--- config.mk ---
export PLATFORM = sky130hd
export DESIGN_NAME = tna_div
export DESIGN_NICKNAME = d
export VERILOG_FILES = /design/src/design/tna_pkg.sv /design/src/design/tna_div.sv
export SDC_FILE = /design/constraint.sdc
export NUM_CORES = 2
export LEC_CHECK = 0
export BUFFER_PORTS_ARGS = -buffer_cell sky130_fd_sc_hd__buf_4
export CORE_MARGIN = 3
export CORE_UTILIZATION = 63
export CTS_CLUSTER_DIAMETER = 60
export DETAILED_ROUTE_END_ITERATION = 6
export GPL_TIMING_DRIVEN = 1
export PLACE_DENSITY = 0.8
export SLEW_MARGIN = 10
export SYNTH_ARGS = -nofsm -noshare
export SYNTH_HDL_FRONTEND = slang
export SYNTH_SLANG_ARGS = --single-unit
export TNS_END_PERCENT = 50
--- constraint.sdc ---
create_clock -name clk_i -period 4 [get_ports clk_i]
set_clock_uncertainty 0.2 [all_clocks]
set_input_delay 0.4 -clock clk_i [delete_from_list [all_inputs] [get_ports clk_i]]
set_output_delay 0.4 -clock clk_i [all_outputs]
set_load 0.02 [all_outputs]
--- src/design/tna_pkg.sv ---
// Package: widths and constants of the triangle normal and area block.
package tna_pkg;
  localparam int unsigned CoordWidthDef = 16;
  localparam int unsigned NormFracDef   = 14;
endpackage

--- src/design/tna_div.sv ---
// Pipelined restoring fraction divider: trunc(num * 2^FracW / den), num <= den.
module tna_div #(
  parameter int unsigned DenW = 36,
  parameter int unsigned FracW = 14
) (
  input  logic                 clk_i,
  input  logic [DenW-1:0]      num_i,
  input  logic [DenW-1:0]      den_i,
  output logic [FracW:0]       quo_o
);
  import tna_pkg::*;
  localparam int unsigned NS = FracW + 1;

  logic [DenW:0]   rem_q [NS+1];
  logic [DenW-1:0] den_q [NS+1];
  logic [FracW:0]  quo_q [NS+1];

  always_comb begin
    rem_q[0] = {1'b0, num_i};
    den_q[0] = den_i;
    quo_q[0] = '0;
  end

  for (genvar s = 0; s < NS; s++) begin : g_stage
    logic [DenW+1:0] sh;
    logic            ge;
    always_comb begin
      sh = (s == 0) ? {1'b0, rem_q[s]} : {rem_q[s], 1'b0};
      ge = sh >= {2'b00, den_q[s]};
    end
    always_ff @(posedge clk_i) begin
      rem_q[s+1] <= ge ? (DenW+1)'(sh - {2'b00, den_q[s]}) : sh[DenW:0];
      den_q[s+1] <= den_q[s];
      quo_q[s+1] <= {quo_q[s][FracW-1:0], ge};
    end
  end

  assign quo_o = quo_q[NS];
endmodule

# After elaboration in Yosys (flattened, before gate mapping)
# Cells that the tools add are included.
dict set report totals {
  ff_bits 1142
  wordCells 100
  input_bits 73
}
dict set report op_classes {
  muxes 14
  magnitude_cmp 15
  n_addsub 14
}
# cell n
set ops {}
lappend ops {{>= comparator 38 x 36 -> 1 bit} 14}
lappend ops {{2-to-1 mux 37 bit} 13}
lappend ops {{subtractor 37 x 36 -> 37 bit} 13}
lappend ops {{subtractor 36 x 36 -> 37 bit} 1}
lappend ops {{>= comparator 36 bit} 1}
lappend ops {{2-to-1 mux 36 bit} 1}

# Depth between registers and ports, before layout
dict set report logic_depth {
  ltp_word 2
  mapped_depth 16
  ltp_nobuf 14
}

# Worst setup path after synthesis
# Ideal clock, no wire load.
dict set report synth_path {
  kind {register to register}
  start {register den_q[187] in the netlist's numbering}
  end {register rem_q (netlist bit g_stage[11].sh[14])}
  t_arrival_ps 3118
  path_buffers 2
  period_less_slack_ps 3439
  path_stages_with_launch 14
  setup_slack_ps 561
  cell_sequence {dfxtp_1 inv_1 ha_1 a21o_1 a211o_1 o22a_1 o21a_1 a31o_4 a2111oi_4 nor2_2 a221o_1 buf_6 buf_12 mux2_4}
}
dict set report synth_via {
  elab_chain_cells 2
}
# item line
set synth_lines {}
lappend synth_lines {{start, declared} tna_div.sv:15} ;# logic [DenW-1:0] den_q [NS+1];
lappend synth_lines {{start signal, assigned by index} tna_div.sv:33} ;# den_q[s+1] <= den_q[s];
lappend synth_lines {{subtractor 37 x 36 -> 37 bit / >= comparator 38 x 36 -> 1 bit (equally long branches)} {tna_div.sv:32, tna_div.sv:29}}
lappend synth_lines {{2-to-1 mux 37 bit (*)} tna_div.sv:32} ;# rem_q[s+1] <= ge ? (DenW+1)'(sh - {2'b00, den_q[s]}) : sh[DenW:0];
lappend synth_lines {{end signal, assigned by index} tna_div.sv:32}
lappend synth_lines {{end, declared} tna_div.sv:14} ;# logic [DenW:0] rem_q [NS+1];
# Every way passes the cells marked *; elsewhere a longest branch is shown, timed or not.
# A chain may end at the register's enable or synchronous reset.

# Final worst setup path
dict set report layout_path {
  start {register den_q[182] in the netlist's numbering}
  end {register rem_q (netlist bit g_stage[11].sh[14])}
}
# The elaborated chain is that of the path after synthesis.

==> impl_metrics.tcl <==
set metrics [dict create \
    setup_viol 0 \
    grt_pass1_wl_um 214000 \
    grt_overflow 0 \
    finalCritPeriodShare_pct 96.7 \
    hp-start "quo_q[68]" \
    worst_slack_ps 130 \
    syn_area_sq_um 57500 \
    row_count 110 \
    detail_route.first_pass.iterations 5 \
    cts.sinks 1142 \
    die_area_sq_um 94900 \
    drv_cap 0 \
    crit_required_ps 4370 \
    syn_avg_cell_area_sq_um 8.79 \
    total_power_mw 59.0 \
    r2r-start "den_q[182]" \
    ys_ff_latch 1142 \
    routed_wl_um 132000 \
    antenna_found_initial 0 \
    cts_tree "done" \
    startpoint "den_q[182]" \
    powerDensity_nw_per_um2 900 \
    fmax_mhz 258 \
    layout-drive-gt1-share_pct 10.1 \
    outcome "finished clean" \
    dp_hpwl_um 102000 \
    hold_viol 0 \
    io_pins 88 \
    p_leak_nw 31.0 \
    yosysTopAreaCellShare_pct 39.8 \
    area_growth_pct 13.9 \
    syn_inst 6541 \
    slew_violations 0 \
    most-common-layout-cells "dfxtp_1, inv_1, a21oi_1, ha_1, nand2_1" \
    endpoint_kind "flip-flop" \
    slew_headroom_pct 43.9 \
    cts-root-buf "clkbuf_16" \
    yosys-top-cells-area "dfxtp_1, ha_1, a21oi_1" \
    nets 7441 \
    async_flop_share_pct 0 \
    grt_max_degree 66 \
    path_clk_slew_ps 60 \
    post-place-ws_ps -88.5 \
    arrival_ps 4240 \
    htree_levels 3 \
    fin_crit_ps 3870 \
    portBuffers 87 \
    synth-edff-count 0 \
    tightest_slew_ps 830 \
    yosysUniqueCellTypes 103 \
    grt_pass1_vias 46327 \
    core_area_sq_um 90300 \
    ys_seq_area_share_pct 39.8 \
    crit_type "flip-flop to flip-flop" \
    clk_path_buf_depth 3 \
    vias 45820 \
    gp_congestion 1.01 \
    synthFlopType "dfxtp_1" \
    hold_class "flip-flop to flip-flop" \
    drtIter0Drc 2522 \
    synth_fp_nets 7167 \
    final_common_cell "dfxtp_1" \
    ir_worst_vdd_mv 0.438 \
    clkLatencyLatePin_ps 700 \
    start_util_pct 63.7 \
    drc 0 \
    finalCoreUtilization_pct 72.5 \
    die_w_um 308 \
    startpoint_type "flip-flop" \
    die_y_um 308 \
    grtUsageTotal_pct 27.2 \
    crit_path_max_fanout 62 \
    synth_warnings 0 \
    cts-buffers-inserted 116 \
    wl_per_cell_um 16.3 \
    vias_per_cell 5.66 \
    yosys.area.top_type "dfxtp_1" \
    ant_nets 0 \
]
==> registers in the layout, indices dropped and copies added (netlist names) <==
name and count:
g_stage.sh 518, den_q 504, quo_q 105, quo_o 15
==> report_power, final <==
| part | internal, mW | total (mW) | switching (mW) |
|---|---|---|---|
| clock network | 7.08 | 11.5 | 4.45 |
| logic | 13.9 | 30.4 | 16.5 |
| registers | 15.2 | 17.1 | 1.83 |
==> synthesized netlist by cell type (35+ instances only) <==
cell type / count
xnor2_1: 269
nand2b_1: 85
nor3_1: 80
nand4_1: 83
o21bai_1: 55
clkbuf_1: 156
o31ai_1: 35
mux2_2: 83
a21oi_1: 597
inv_1: 660
a211oi_1: 46
nand2_1: 514
xor2_1: 180
dfxtp_1: 1142
a31oi_1: 48
nor2b_1: 79
a21o_1: 296
o21ai_0: 469
o21a_1: 67
and2_1: 36
and3_1: 49
ha_1: 539
nand3_1: 106
nor2_1: 419
==> worst max-delay path, cell delays in order (launching register included) <==
cell       delay [ps]
dfxtp_1           340
inv_1              60
ha_1              360
nor2b_4           160
o2111ai_1         240
a31oi_1           140
o22a_1            250
o21a_1            270
a31o_4            300
a2111oi_4         380
nor2_2            130
a221o_2           370
buf_12            200
mux2_4            320
==> what timing repair did <==
item                                   in CTS  in global routing
resized for setup                           2                 21
setup endpoints to repair                   3                 92
setup buffers                               0                  4
pin swaps                                   0                  3
hold buffers                               72                  0
gates cloned                                0                  1
endpoints found under the hold margin      73                  0
==> worst paths after layout <==
path	end	slack, ps	depth (start not counted)
worst max-delay path	g_stage[11].sh[14]	130	13
worst max register to register	g_stage[11].sh[14]	130	13
worst min register to register	quo_q[54]	120	0
worst min-delay path	quo_q[54]	120	0
==> final cells by class <==
cell class              count  area (sq um)
diodes                      2          5.00
clock buffers             158          3380
clock inverters            62           835
fillers                  6803         24800
inverters                 661          2480
multi-input cells        4530         31300
flip-flops and latches   1142         22900
well taps                1176          1470
repair buffers            364          3130
==> cell families after synthesis <==
kind of cell    synth area share [%]
xor+xnor                        6.84
simple gates                    12.5
fa+ha+maj                       12.2
mux                             2.09
buf+inv                         5.94
flops                           39.8
compound gates                  20.7
==> routing by layer <==
layer  part of all wire [%]  vias to the layer above  GRT usage, %
met1                     37                    20999          25.6
li1                       -                    23182             -
met5                      0                        -             0
met4                    7.2                        0          18.9
met3                    3.3                      482          3.07
met2                     53                     1157          54.1
==> metrics by stage <==
| stage | instances | hold slack [ps] | cell area, sq um | setup TNS, ps |
|---|---|---|---|---|
| 2_1_floorplan | 6541 | 110 | 57500 | 0 |
| 3_3_place_gp | 7796 | 109 | 60400 | -229 |
| 3_5_place_dp | 7796 | 112 | 60400 | -160 |
| 4_1_cts | 8088 | 112 | 65300 | 0 |
| 5_1_grt | 8093 | 126 | 65500 | -14.6 |
| 6_report | 8095 | 122 | 65500 | 0 |
No activity file was read; power rests on OpenSTA's default activity.
