`src/design/tna_pkg.sv`:
```
// Package: widths and constants of the triangle normal and area block.
package tna_pkg;
  localparam int unsigned CoordWidthDef = 16;
  localparam int unsigned NormFracDef   = 14;
endpackage

```
`src/design/tna_sqrt.sv`:
```
// Pipelined restoring integer square root, one result bit per stage.
module tna_sqrt #(
  parameter int unsigned InW = 72,
  parameter int unsigned TagW = 8
) (
  input  logic                     clk_i,
  input  logic                     rst_ni,
  input  logic                     vld_i,
  input  logic [InW-1:0]           rad_i,
  input  logic [TagW-1:0]          tag_i,
  output logic                     vld_o,
  output logic [InW/2-1:0]         root_o,
  output logic [TagW-1:0]          tag_o
);
  import tna_pkg::*;
  localparam int unsigned RW = InW / 2;
  localparam int unsigned RemW = RW + 2;

  logic [RW:0]          vld_q;
  logic [InW-1:0]       rad_q  [RW+1];
  logic [RemW-1:0]      rem_q  [RW+1];
  logic [RW-1:0]        root_q [RW+1];
  logic [TagW-1:0]      tag_q  [RW+1];

  always_comb begin
    vld_q[0]  = vld_i;
    rad_q[0]  = rad_i;
    rem_q[0]  = '0;
    root_q[0] = '0;
    tag_q[0]  = tag_i;
  end

  for (genvar s = 0; s < RW; s++) begin : g_stage
    logic [RemW-1:0] rem_d;
    logic [RemW-1:0] trial;
    logic            ge;
    always_comb begin
      rem_d = {rem_q[s][RemW-3:0], rad_q[s][InW-1 -: 2]};
      trial = {root_q[s], 2'b01};
      ge    = rem_d >= trial;
    end
    always_ff @(posedge clk_i or negedge rst_ni) begin
      if (!rst_ni) begin
        vld_q[s+1] <= 1'b0;
      end else begin
        vld_q[s+1] <= vld_q[s];
      end
    end
    always_ff @(posedge clk_i) begin
      rad_q[s+1]  <= {rad_q[s][InW-3:0], 2'b00};
      rem_q[s+1]  <= ge ? rem_d - trial : rem_d;
      root_q[s+1] <= {root_q[s][RW-2:0], ge};
      tag_q[s+1]  <= tag_q[s];
    end
  end

  assign vld_o  = vld_q[RW];
  assign root_o = root_q[RW];
  assign tag_o  = tag_q[RW];
endmodule

```
`config.mk`:
```
export PLATFORM = sky130hd
export DESIGN_NAME = tna_sqrt
export DESIGN_NICKNAME = d
export VERILOG_FILES = /design/src/design/tna_pkg.sv /design/src/design/tna_sqrt.sv
export SDC_FILE = /design/constraint.sdc
export NUM_CORES = 2
export LEC_CHECK = 0
export BUFFER_PORTS_ARGS = -buffer_cell sky130_fd_sc_hd__buf_2
export CAP_MARGIN = 20
export CORE_UTILIZATION = 40
export CTS_CLUSTER_DIAMETER = 80
export DETAILED_ROUTE_END_ITERATION = 16
export HOLD_SLACK_MARGIN = 0.02
export RECOVER_POWER = 25
export SYNTH_ARGS = -nofsm -noshare
export SYNTH_HDL_FRONTEND = slang
export SYNTH_SLANG_ARGS = --single-unit
```
`constraint.sdc`:
```
create_clock -name clk_i -period 3.64 [get_ports clk_i]
set_clock_uncertainty 0.15 [all_clocks]
set_input_delay 0.364 -clock clk_i [delete_from_list [all_inputs] [get_ports clk_i]]
set_output_delay 0.364 -clock clk_i [all_outputs]
set_load 0.02 [all_outputs]
```
### After elaboration in Yosys (flattened, before gate mapping)

Cells that the tools add are included.

| storage, ports and cells | value |
|---|---|
| flip-flop bits (word level) | 3477 |
| bits in latches | 0 |
| bits in writable memories | 0 |
| memory bits (read-only) | 0 |
| memories kept | 0 |

| operators by class | value |
|---|---|
| $add $sub $neg | 35 |
| multipliers | 0 |
| divide/modulo/power cells | 0 |
| magnitude comparators | 36 |
| equal/unequal tests | 0 |
| shifts and indexed selects | 0 |
| muxes and demuxes | 35 |
| bitwise operators | 0 |
| reduce and logical (&&, ||, !) cells | 0 |

Operators by type and width:

| operator | number |
|---|---|
| $mux 36 | 34 |
| $ge 38x10->1 | 1 |
| $ge 38x11->1 | 1 |
| $ge 38x12->1 | 1 |
| $ge 38x13->1 | 1 |
| $ge 38x14->1 | 1 |
| $ge 38x15->1 | 1 |
| $ge 38x16->1 | 1 |
| $ge 38x17->1 | 1 |
| $ge 38x18->1 | 1 |
| $ge 38x19->1 | 1 |
| $ge 38x20->1 | 1 |
| $ge 38x21->1 | 1 |
| $ge 38x22->1 | 1 |
| $ge 38x23->1 | 1 |
| $ge 38x24->1 | 1 |
| $ge 38x25->1 | 1 |
| $ge 38x26->1 | 1 |
| $ge 38x27->1 | 1 |
| $ge 38x28->1 | 1 |
| $ge 38x29->1 | 1 |
| $ge 38x3->1 | 1 |
| $ge 38x30->1 | 1 |
| $ge 38x31->1 | 1 |
| 49 further kinds | 49 |

### Longest topological paths before layout

| logic depth | value |
|---|---|
| depth in word-level cells | 2 |
| depth in mapped cells | 15 |
| depth with buffers taken out | 13 |

### Least setup slack after synthesis

Ideal clock, no wire load.

| timing | value |
|---|---|
| path type | register -> register |
| start | register rem_q (netlist bit g_stage[4].rem_d[24]) |
| end | register rem_q (netlist bit g_stage[5].rem_d[35]) |
| setup time | 0.134 ns |
| data arrival time | 3.284 ns |
| required time | 3.356 ns |
| path slack | 0.073 ns |
| cell stages (with the launch flop) | 11 |
| clock period less this slack | 3.567 ns |
| cell sequence | dfxtp_1 -> or4_1 -> or4_1 -> or3_1 -> or4_1 -> or4_4 -> o21ai_4 -> or2_1 -> buf_4 -> nor4_1 -> xor2_1 |

| on the way | value |
|---|---|
| longest elaborated chain between the ends | 2 |

RTL lines:

| item | RTL line | RTL |
|---|---|---|
| start, declared | tna_sqrt.sv:21 | `logic [RemW-1:0] rem_q [RW+1];` |
| start signal, assigned by index | tna_sqrt.sv:51 | `rem_q[s+1] <= ge ? rem_d - trial : rem_d;` |
| $sub 36x6->36 / $ge 38x6->1 (equally long branches) | tna_sqrt.sv:51, tna_sqrt.sv:40 |  |
| $mux 36 * | tna_sqrt.sv:51 |  |

Every way passes the cells marked *; elsewhere a longest branch is shown, timed or not.
A chain may end at the register's enable or synchronous reset.

### Worst setup path in the final report

| timing | value |
|---|---|
| start | register rem_q (netlist bit g_stage[10].rem_d[24]) |
| end | register rem_q (netlist bit g_stage[11].rem_d[2]) |

| on the way | value |
|---|---|
| longest elaborated chain between the ends | 2 |

RTL lines:

| item | RTL line | RTL |
|---|---|---|
| $ge 38x12->1 | tna_sqrt.sv:40 | `ge = rem_d >= trial;` |
| $mux 36 | tna_sqrt.sv:51 |  |

No other way between the ends.

==> flow_summary_export.csv <==
group,metric,value,unit
outcome,status,"finished clean",
floorplanning,ios,128,
critical_path,path_class,"flip-flop to flip-flop",
critical_path,worstSetupEndpointType,"flip-flop",
logic_synthesis,ys_seq_elements,3457,
cts,htree_levels,5,
floorplanning,dieArea,305000,um^2
route,wl_per_cell,15.9,um
placement,place_area,129000,um^2
logic_synthesis,yosys.area.top_type,"dfxtp_1",
logic_synthesis,synth_edf_count,0,
global_route,gr-usage-all-layers,0.169,
timing,clock.fmax,280,MHz
logic_synthesis,ys_async_sr_fraction,0.0104,
global_route,antenna_found_initial,4,
timing,fin_crit_sh,0.983,
route,drtAntennaViolNets,0,
logic_synthesis,synth_top_area_frac,0.566,
global_route,grt_overflow,0,
pwr,p_total,99.8,mW
placement,port_buffers,127,
run,max_cap_viol_count,0,
timing,finalSetupViolations,0,
floorplanning,std_cell_rows,201,
logic_synthesis,synth_fp_nets,12300,
cells_and_area,drive_gt1_frac,0.114,
route,first_iter_violations,4739,
critical_path,start_kind,"flip-flop",
global_route,grt-busiest-layer,"met2",
critical_path,arrival,4180,ps
floorplanning,fp.dieH,552,um
global_route,grt_pass1_wl,424000,um
pwr,ir_drop,0.417,mV
timing,worstMarginPinSlew,806,ps
logic_synthesis,syn_avg_cell_area,10.5,um^2
critical_path,crit_path_top_delay_cell,"or4_4",
route,dr.pass1.iters,6,
logic_synthesis,mappedNetlistArea,121000,um^2
cts,clock_latency,910,ps
cts,cts_tree,"yes",
critical_path,cp-startpoint,"g_stage[10].rem_d[24]$_DFF_P_",
route,via_per_inst,4.87,
timing,relSlewSlack,0.449,
cts,numCtsBuffers,354,
cts,clock_path_buffers,4,
timing,whs,107,ps
critical_path,worstPathRequired,4240,ps
critical_path,slowest_delay,440,ps
cells_and_area,final_design_area_no_fill,143000,um^2
timing,hold_viol_final,0,
cts,clock-sinks,3457,
global_route,use_met3,0.0243,
global_route,grt_pass1_vias,81400,
logic_synthesis,synthCells,11500,
cells_and_area,area_growth,18.5,%
critical_path,crit_fanout,8,
critical_path,cp_cell_sequence,"or3_4 -> or4_4 -> or4_1 -> or4_4 -> a311o_1 -> nor2_2 -> and2_4 -> buf_4 -> xnor2_1",
pwr,p_leak,67.2,nW
route,remaining_drc_errors,0,
cts,root_buffer,"clkbuf_16",
logic_synthesis,synth_cell_types,94,
timing,fin_crit,3580,ps
cts,clk_pin_slew,60,ps
floorplanning,design.core.area,301000,um^2
route,drt-total-wl,265000,um
timing,report.final.slew_viol_count,0,
critical_path,worst_path_most_repeated_cell,"or4_4",
critical_path,r2r-start,"g_stage[10].rem_d[24]$_DFF_P_",
floorplanning,start_util,0.403,
logic_synthesis,synth_warnings,0,
global_route,grtUsageMet1,0.216,
logic_synthesis,yosysSeqAreaShare,0.573,
placement,dp_hpwl,200000,um
placement,place_congestion,0.896,
pwr,powerDensity,696,nW/um^2
hold_path,worstHoldPathType,"input pin to flip-flop",
cells_and_area,nets,13100,
logic_synthesis,ys_dominant_reg_cell,"dfxtp_1",
timing,tns,0,ps
route,vias,80800,
hold_path,worstHoldStart,"rad_i[70]",
logic_synthesis,synthTopCellsByArea,"dfxtp_1, ha_1, xnor2_1",
floorplanning,dieWidth,552,um
global_route,met2_usage,0.288,
global_route,grt_start_max_net_pins,53,
## cell usage in the layout, fill, tap and decap left out, types with 70 or more instances in the layout
master / n
a21o_1: 308
a21oi_1: 678
and3_1: 76
buf_2: 126
buf_4: 384
clkbuf_16: 360
clkbuf_8: 81
dfxtp_1: 3416
dlygate4sd3_1: 164
ha_1: 702
inv_1: 937
mux2_2: 139
nand2_1: 671
nand2b_1: 136
nand3_1: 198
nand4_1: 132
nor2_1: 690
nor2b_1: 97
nor3_1: 268
nor4_1: 116
o21a_1: 144
o21ai_0: 544
o31ai_1: 70
or3_1: 77
or4_1: 70
xnor2_1: 527
xor2_1: 464
## where the power goes
| part | internal [mW] | switching [mW] |
|---|---|---|
| combinational | 7.18 | 8.13 |
| clock | 21.9 | 14.8 |
| sequential | 43.5 | 4.32 |
| total | 72.6 | 27.2 |
## final timing paths
| path | end | cells after the start | slack, ps |
|---|---|---|---|
| max | g_stage[11].rem_d[2]$_DFF_P_ | 9 | 60 |
| max reg2reg | g_stage[11].rem_d[2]$_DFF_P_ | 9 | 60 |
| min in group asynchronous | vld_q[1]$_DFF_PN0_ | 4 | 380 |
| min | g_stage[1].trial[2]$_DFF_P_ | 3 | 110 |
| max in group asynchronous | vld_o$_DFF_PN0_ | 4 | 2760 |
| min reg2reg | rad_q[2145]$_DFF_P_ | 0 | 150 |
## critical path, delay by kind of cell (launching register included)
kind | cells | cell delay [ps]
AO/OA/AOI/OAI | 1 | 410
XOR/XNOR | 1 | 250
AND/OR/NAND/NOR | 6 | 2110
flip-flops | 1 | 330
buffers and inverters | 1 | 170
## synthesized netlist by cell type (all sizes together), types with 20 or more instances
master and instances:
buf 37, inv 943, a21oi 688, a221oi 24, nor3 279, xnor2 528
and2 41, clkbuf 195, nand4 132, o31a 21, o21a 144, nor2 693
a21o 308, mux2 139, xor2 464, dfrtp 36, or2 47, o21bai 56
a21boi 31, o21ai 569, dfxtp 3421, nor4 129, and3 76, o31ai 76
nand2 674, a31oi 61, nand3 200, a311oi 20, o211ai 38, nand3b 26
nor2b 99, or3 84, or4 76, nand2b 136, ha 705, a211oi 57
## sequential cells by signal, indices dropped and copies added (netlist names)
signal,flops
g_stage.rem_d,1277
g_stage.trial,630
rad_q,1190
root_o,36
tag_o,8
tag_q,280
vld_o,1
vld_q,35
## area by class of cell
cell class                 count  area (um^2)
clock buffer                 504        10300
sequential                  3457        69400
fill                       27200       157000
tap                         3958         4950
antenna                        3         7.51
timing repair buffer         695         5530
clock inverter               139         1850
inverter                     947         3560
multi-input combinational   6899        47800
## through the flow
step	worst slack (ps)	std cells	utilization
2_1_floorplan	72.6	11500	-
3_3_place_gp	-90.5	15800	0.429
3_5_place_dp	-102	15800	0.429
4_1_cts	5.02	16600	0.475
5_1_grt	-74.6	16600	0.477
6_report	63.7	16600	0.477
## metal layers
metal / up-vias / wire (um)
met1: 37600 / 121000
li1: 41000 / -
met4: 0 / 9450
met3: 557 / 10600
met5: - / 0
met2: 1648 / 124000
## cells by family after synthesis
group,Yosys count,share of synthesized area
compound gates,2281,0.118
xor+xnor,992,0.0718
fa+ha+maj,705,0.0729
buf+inv,1179,0.0372
flops,3457,0.573
mux,152,0.0140
other cells,1,0.0000310
simple gates,2767,0.113
## timing repair
item                                    4_1_cts  5_1_grt
endpoints found under the setup margin       88      416
endpoints found under the hold margin       118        0
buffers inserted                              0        6
hold buffers                                165        0
cloned                                        0        1
gates resized for setup                      14      121
pin swaps                                     0       26
Power figures use the tool's default switching activity.
